<file path="config.mk">
export PLATFORM = sky130hd
export DESIGN_NAME = pfe_ctrl
export DESIGN_NICKNAME = d
export VERILOG_FILES = /design/src/rtl/pfe_pkg.sv /design/src/rtl/pfe_ctrl.sv
export SDC_FILE = /design/constraint.sdc
export NUM_CORES = 1
export LEC_CHECK = 0
export BUFFER_PORTS_ARGS = -buffer_cell sky130_fd_sc_hd__buf_2
export CAP_MARGIN = 25
export CORE_AREA = 5 5 42 44
export DETAILED_ROUTE_END_ITERATION = 8
export DIE_AREA = 0 0 47 49
export GPL_ROUTABILITY_DRIVEN = 1
export HOLD_SLACK_MARGIN = 0.03
export REMOVE_ABC_BUFFERS = 1
export SETUP_SLACK_MARGIN = 0.15
export SLEW_MARGIN = 10
export SYNTH_ARGS = -nofsm -noshare
export SYNTH_HDL_FRONTEND = slang
export SYNTH_SLANG_ARGS = --single-unit
</file>
<file path="constraint.sdc">
create_clock -name clk -period 1.9 [get_ports clk]
set_clock_uncertainty 0.2 [all_clocks]
set_input_delay 0.57 -clock clk [delete_from_list [all_inputs] [get_ports clk]]
set_output_delay 0.57 -clock clk [all_outputs]
set_load 0.02 [all_outputs]
</file>
<file path="src/rtl/pfe_pkg.sv">
`timescale 1ns / 1ps
// ----------------------------------------------------------------------------
// pfe_pkg
// Types and constants of the palette fade engine: word formats, commands,
// controller states and the control/status groups between its modules.
// ----------------------------------------------------------------------------
package pfe_pkg;

	localparam logic [1:0] CMD_SET_COLOR  = 2'd0;
	localparam logic [1:0] CMD_SET_TARGET = 2'd1;
	localparam logic [1:0] CMD_FADE_STEP  = 2'd2;

	localparam logic [7:0] CHROMA_MID = 8'd128;
	// chroma terms are formed on a +64-biased value, so add back the rest
	localparam logic [7:0] CHROMA_OFS = CHROMA_MID - 8'd64;

	// restoring divider: one quotient bit per cycle for an 8-bit magnitude
	localparam int DIV_STEPS = 8;
	localparam int CNT_W     = 3;

	typedef struct packed {
		logic [1:0] cmd;
		logic [7:0] entry_index;
		logic [7:0] red_in;
		logic [7:0] green_in;
		logic [7:0] blue_in;
		logic [7:0] steps_left;
	} pfe_req_t;

	typedef struct packed {
		logic [7:0] entry_out;
		logic [7:0] red_out;
		logic [7:0] green_out;
		logic [7:0] blue_out;
		logic [7:0] luma;
		logic [7:0] chroma_u;
		logic [7:0] chroma_v;
	} pfe_rsp_t;

	// one palette entry: index 2 red, 1 green, 0 blue; diff is signed 9 bits
	typedef struct packed {
		logic [2:0][8:0] diff;
		logic [2:0][7:0] color;
	} pfe_entry_t;

	typedef enum logic [2:0] {
		ST_IDLE,
		ST_READ,
		ST_LOAD,
		ST_DIVIDE,
		ST_WRITE
	} pfe_state_t;

	typedef struct packed {
		logic capture;
		logic mem_rd;
		logic div_load;
		logic div_step;
		logic commit;
	} pfe_ctl_t;

	typedef struct packed {
		logic fade;
		logic in_range;
	} pfe_stat_t;

endpackage

</file>
<file path="src/rtl/pfe_ctrl.sv">
`timescale 1ns / 1ps
// ----------------------------------------------------------------------------
// pfe_ctrl
// Sequencer: capture, palette read, load, divide iterations for a fade step on
// an in-range entry, then write-back and result.
// ----------------------------------------------------------------------------
module pfe_ctrl
	import pfe_pkg::*;
(
	input  logic      clk,
	input  logic      arst_n,
	input  logic      start,
	input  pfe_stat_t stat,
	output pfe_ctl_t  ctl,
	output logic      busy
);

	pfe_state_t state_q;
	pfe_state_t state_d;
	logic [CNT_W-1:0] cnt_q;
	logic [CNT_W-1:0] cnt_d;

	always_ff @(posedge clk or negedge arst_n) begin
		if (!arst_n) begin
			state_q <= ST_IDLE;
			cnt_q   <= '0;
		end else begin
			state_q <= state_d;
			cnt_q   <= cnt_d;
		end
	end

	always_comb begin
		state_d = state_q;
		cnt_d   = cnt_q;
		ctl     = '0;
		busy    = 1'b1;
		case (state_q)
			ST_IDLE: begin
				busy = 1'b0;
				if (start) begin
					ctl.capture = 1'b1;
					state_d     = ST_READ;
				end
			end
			ST_READ: begin
				ctl.mem_rd = 1'b1;
				state_d    = ST_LOAD;
			end
			ST_LOAD: begin
				// read word is registered now; only a fade step on an in-range entry needs the divider
				cnt_d = '0;
				if (stat.fade && stat.in_range) begin
					ctl.div_load = 1'b1;
					state_d      = ST_DIVIDE;
				end else begin
					state_d = ST_WRITE;
				end
			end
			ST_DIVIDE: begin
				ctl.div_step = 1'b1;
				cnt_d        = cnt_q + 1'b1;
				if (cnt_q == CNT_W'(DIV_STEPS - 1)) begin
					state_d = ST_WRITE;
				end
			end
			ST_WRITE: begin
				ctl.commit = 1'b1;
				state_d    = ST_IDLE;
			end
			default: begin
				state_d = ST_IDLE;
			end
		endcase
	end

endmodule

</file>
# ---- Yosys cells after proc, flatten, opt, wreduce, memory -nomap -nowiden
# Index checks and enable logic that the tools add are counted.
# Widths: inputs -> output; s select.
dict set report totals {
  ff_bits 6
  inputBits 5
  elab_cells 27
}
dict set report classes {
  n_reduce_logical 4
  n_eq_ne 7
  addsub 1
  n_mux 13
}
# op count
set ops {}
lappend ops {{$pmux 3 s4} 1}
lappend ops {{$mux 3} 3}
lappend ops {{$mux 1} 8}
lappend ops {{$eq 3x2->1 const B} 2}
lappend ops {{$eq 3x3->1 const B} 2}
lappend ops {{$pmux 3 s2} 1}
lappend ops {{$ne 2x2->1 const B} 2}
lappend ops {{$add 3x1->3 const B} 1}
lappend ops {{$eq 3x1->1 const B} 1}
lappend ops {{$logic_not 3->1} 1}
lappend ops {{$reduce_and 2->1} 1}
lappend ops {{$reduce_bool 2->1} 1}
lappend ops {{$logic_and 1x1->1} 1}

# ---- Logic depth before layout (Yosys ltp)
dict set report depth {
  depth_word 3
  depth_mapped 5
}

# ---- Worst setup path after synthesis
# No wires, ideal clock.
dict set report synth_timing {
  path_kind {input port to output port}
  from {input port start}
  to {output port ctl[4] (netlist bit)}
  stages 1
  path_slack_ns -0.154
  required_ns 1.130
  arrival_ns 1.284
  cell_sequence {nor4b_1}
}
dict set report synth_between {
  elab_chain_len 2
}
# item line_no
set synth_lines {}
lappend synth_lines {{start, declared} pfe_ctrl.sv:12} ;# input logic start,
lappend synth_lines {{$mux 1} pfe_ctrl.sv:41} ;# if (start) begin
lappend synth_lines {{$mux 1} pfe_ctrl.sv:38} ;# case (state_q)
lappend synth_lines {{end, declared} pfe_ctrl.sv:14} ;# output pfe_ctl_t ctl,
# No other way between the ends.

# ---- Worst setup path after layout
dict set report layout_timing {
  from {register state_q[1]}
  to {output port busy}
}
dict set report layout_between {
  elab_chain_len 2
}
# item line_no
set layout_lines {}
lappend layout_lines {{start, declared} pfe_ctrl.sv:18} ;# pfe_state_t state_q;
lappend layout_lines {{start signal, assigned} pfe_ctrl.sv:28} ;# state_q <= state_d;
lappend layout_lines {{$logic_not 3->1} pfe_ctrl.sv:38}
lappend layout_lines {{$mux 1} pfe_ctrl.sv:38}
lappend layout_lines {{end, declared} pfe_ctrl.sv:15} ;# output logic busy
# No other way between the ends.

==> summary.md <==
| Metric | Value |
|---|---|
| Vias in the first global route | 308 |
| YS warnings | 0 |
| Register share of total power | 26.1% |
| Routed len/inst | 11.2 µm |
| Synth Area in XOR/XNOR | 0% |
| Nets | 65 |
| Psw | 0.000373 W |
| Minimum clock period | 1.97 ns |
| Setup crit end kind | output pin |
| Largest family of logic cells by synthesized area | simple AND/OR/NAND/NOR gates |
| Slew Limit Fails | 0 |
| Top_reg_cell synth | dfrtp_1 |
| Sequential share of the synthesized area | 45.3% |
| DIE HEIGHT | 49 µm |
| 1st-iter DRT viols | 4 |
| Commonest cells post-synth | dfrtp_1 (6), nand2_1 (6), nor2_1 (3) |
| Final count of hold timing violations | 0 |
| Share of cells above drive strength 1 | 60.7% |
| First-pass GRT wire length | 1320 µm |
| Global Route Usage Sum | 8.28% |
| Worst-Skew Late Latency | 0.24 ns |
| Post-synthesis simple-gate area fraction | 28.3% |
| Internal power | 0.000577 W |
| Sw Share | 39.2% |
| Max stage delay cell, worst path | dfrtp_2 |
| Tightest Pin Transition | 0.213 ns |
| Pin count of the biggest net entering global routing | 7 |
| Clock Path Buffers | 2 |
| Worst EP arrival | 1.20 ns |
| Slowest stage delay, CP | 0.44 ns |
| Violated checks | negative setup slack |
| Crit start category | flip-flop |
| Clock power share | 12.5% |
| Gate power share | 61.4% |
| DRT antenna net count | 0 |
| Dpl hpwl | 564 µm |
| Number of synthesized flops with an enable pin | 0 |
| CTS tree | yes |
| Top cells by area, synth | dfrtp_1 (45%), ha_1 (7.5%), nand2_1 (6.8%), nand2b_1 (3.8%), buf_6 (3.4%) |
| Setup Viol. Count Final | 5 |
| Clock-pin slew on the worst setup and hold paths | 0.05 ns |
| Number of cell rows | 14 |
| DRC viols | 0 |
| Post-synthesis mux area share | 3.40% |
| # clock sinks | 6 |
| CORE AREA | 1400 µm² |
| Async set or reset register ratio after synthesis | 100% |
| Fill cell count | 151 |
| RSZ-0062 raised after global routing | yes |
| Die ar. | 2300 µm² |
| Placed cells | 63 |
| Final setup TNS | -0.182 ns |
| Crit Path Class | reg2out |
| TritonRoute pass-1 iters | 4 |
| Final setup margin | -0.0738 ns |
| Worst-path fanout max | 4 |
| Synth Instances | 34 |
| Synth top area share | 45.3% |
| Flop-to-flop setup slack | 0.41 ns |
| Starting Density | 23.7% |
| Number of synthesized register bits | 6 |
| Post-synth cell types | 18 |
| Final Cycle Share | 104% |
| # IOs | 11 |
| Root Driver | clkbuf_4 |
| Worst-path cell chain | or3_4, buf_6 |
| Max frequency | 507 MHz |
| Global route overflow | 0 |
| Relative slew slack | 85.7% |
| Synth area leader | dfrtp_1 |
| Outcome | finished with violations |
| Fin cells | 72 |
| CP required | 1.13 ns |
| Via-to-Cell Ratio | 4.56 |
| # diodes | 0 |
| Drt total wl | 804 µm |
| Vias | 328 |
| H-tree depth | 1 |
| Leak | 0.274 nW |
| Post-Synth Adder-Cell Area | 7.55% |
| Area taken by multi-input logic gates | 194 µm² |
| Area Overhead vs Synth | 68.7% |
| Post-synthesis compound-gate area fraction | 9.81% |
| Gpl congestion | 0.770 |
| Synthesized area per cell | 9.75 µm² |
| Total power | 0.000950 W |
| Reg area | 154 µm² |
| Maximum vdd drop | 0.564 mV |
| Die width | 47 µm |
| Synth Cell Area | 332 µm² |
| HP Class | reg2reg |
| Initial antenna violation count | 0 |
| Total CTS buffers | 3 |
| Pwr Density | 1700 nW/µm² |
| Port Buf Inserts | 10 |
| Max cap viols | 0 |
## placed cells by master (no fill, tap or decap), drive strengths merged
master,n
buf,19
nand2,6
dfrtp,6
nor2,4
clkbuf,3
inv,2
o21ai,2
ha,2
nand2b,2
nand3b,1
nor3,1
or3,1
and3,1
nor4b,1
a21oi,1
a311oi,1
mux2,1
a2bb2oi,1
dlygate4sd3,1
## final timing paths
path | from | cells past startpoint | endpoint
max | state_q[1] | 2 | busy
min | state_q[2] | 1 | state_q[1]
max reg2reg | cnt_q[0] | 4 | state_q[0]
min reg2reg | state_q[2] | 1 | state_q[1]
max in group asynchronous | arst_n | 2 | state_q[1]
min in group asynchronous | arst_n | 2 | cnt_q[2]
## critical path, delay by kind of cell, from the launching register on
kind                   cells  cell delay, ns
and+or+nand+nor            1            0.39
buffers and inverters      1            0.14
DFF                        1            0.44
## per-layer routing
metal  vias up  global-route usage, %  wire length (µm)
met5         -                      0                 0
met3         2                   3.32                67
li1        162                      -                 -
met1       153                   10.3               332
met2        11                   11.3               399
met4         0                   5.53                 5
## state kept, by name, indices dropped and copies added, names as in the netlist
signal	count
cnt_q	3
state_q	3
## per-stage QoR
stage          hold WS [ns]  setup WS, ns  cell area (µm²)  util [%]
2_1_floorplan        0.0744        -0.154              320         -
3_3_place_gp          0.205        0.0754              420      30.0
3_5_place_dp          0.206        0.0576              420      30.0
4_1_cts               0.296       -0.0734              514      36.7
5_1_grt               0.320        -0.110              559      39.9
6_report              0.289       -0.0738              559      39.9
## power by group through the flow
stage | combinational (W) | sequential (W) | clock (W)
6_report | 0.000583 | 0.000248 | 0.000119
5_1_grt | 0.000634 | 0.000262 | 0.000132
4_1_cts | 0.000508 | 0.000236 | 0.000126
3_5_place_dp | 0.000379 | 0.000238 | 0
3_3_place_gp | 0.000374 | 0.000234 | 0
2_1_floorplan | 0.000240 | 0.000227 | 0
## cell type report
class | count | area share (%)
inverters | 2 | 1.34
multi-input cells | 25 | 34.7
flip-flops and latches | 6 | 27.5
clock buffers | 3 | 4.03
repair buffers | 20 | 28.9
well taps | 16 | 3.58
## cell families (layout without fill, tap and decap cells)
family,after synthesis,in the layout
buffers and inverters,3,25
adders and majority gates,2,2
muxes,1,1
and+or+nand+nor,17,17
AOI/OAI and AO/OA,5,5
DFF,6,6
## repair_timing
action	CTS	global route
hold buffers	1	0
buffers inserted	4	1
setup endpoints to repair	6	6
resized for setup	11	11
pin swaps	2	1
hold endpoints to repair	6	0
Note: power is estimated with default switching activity, not from simulation.
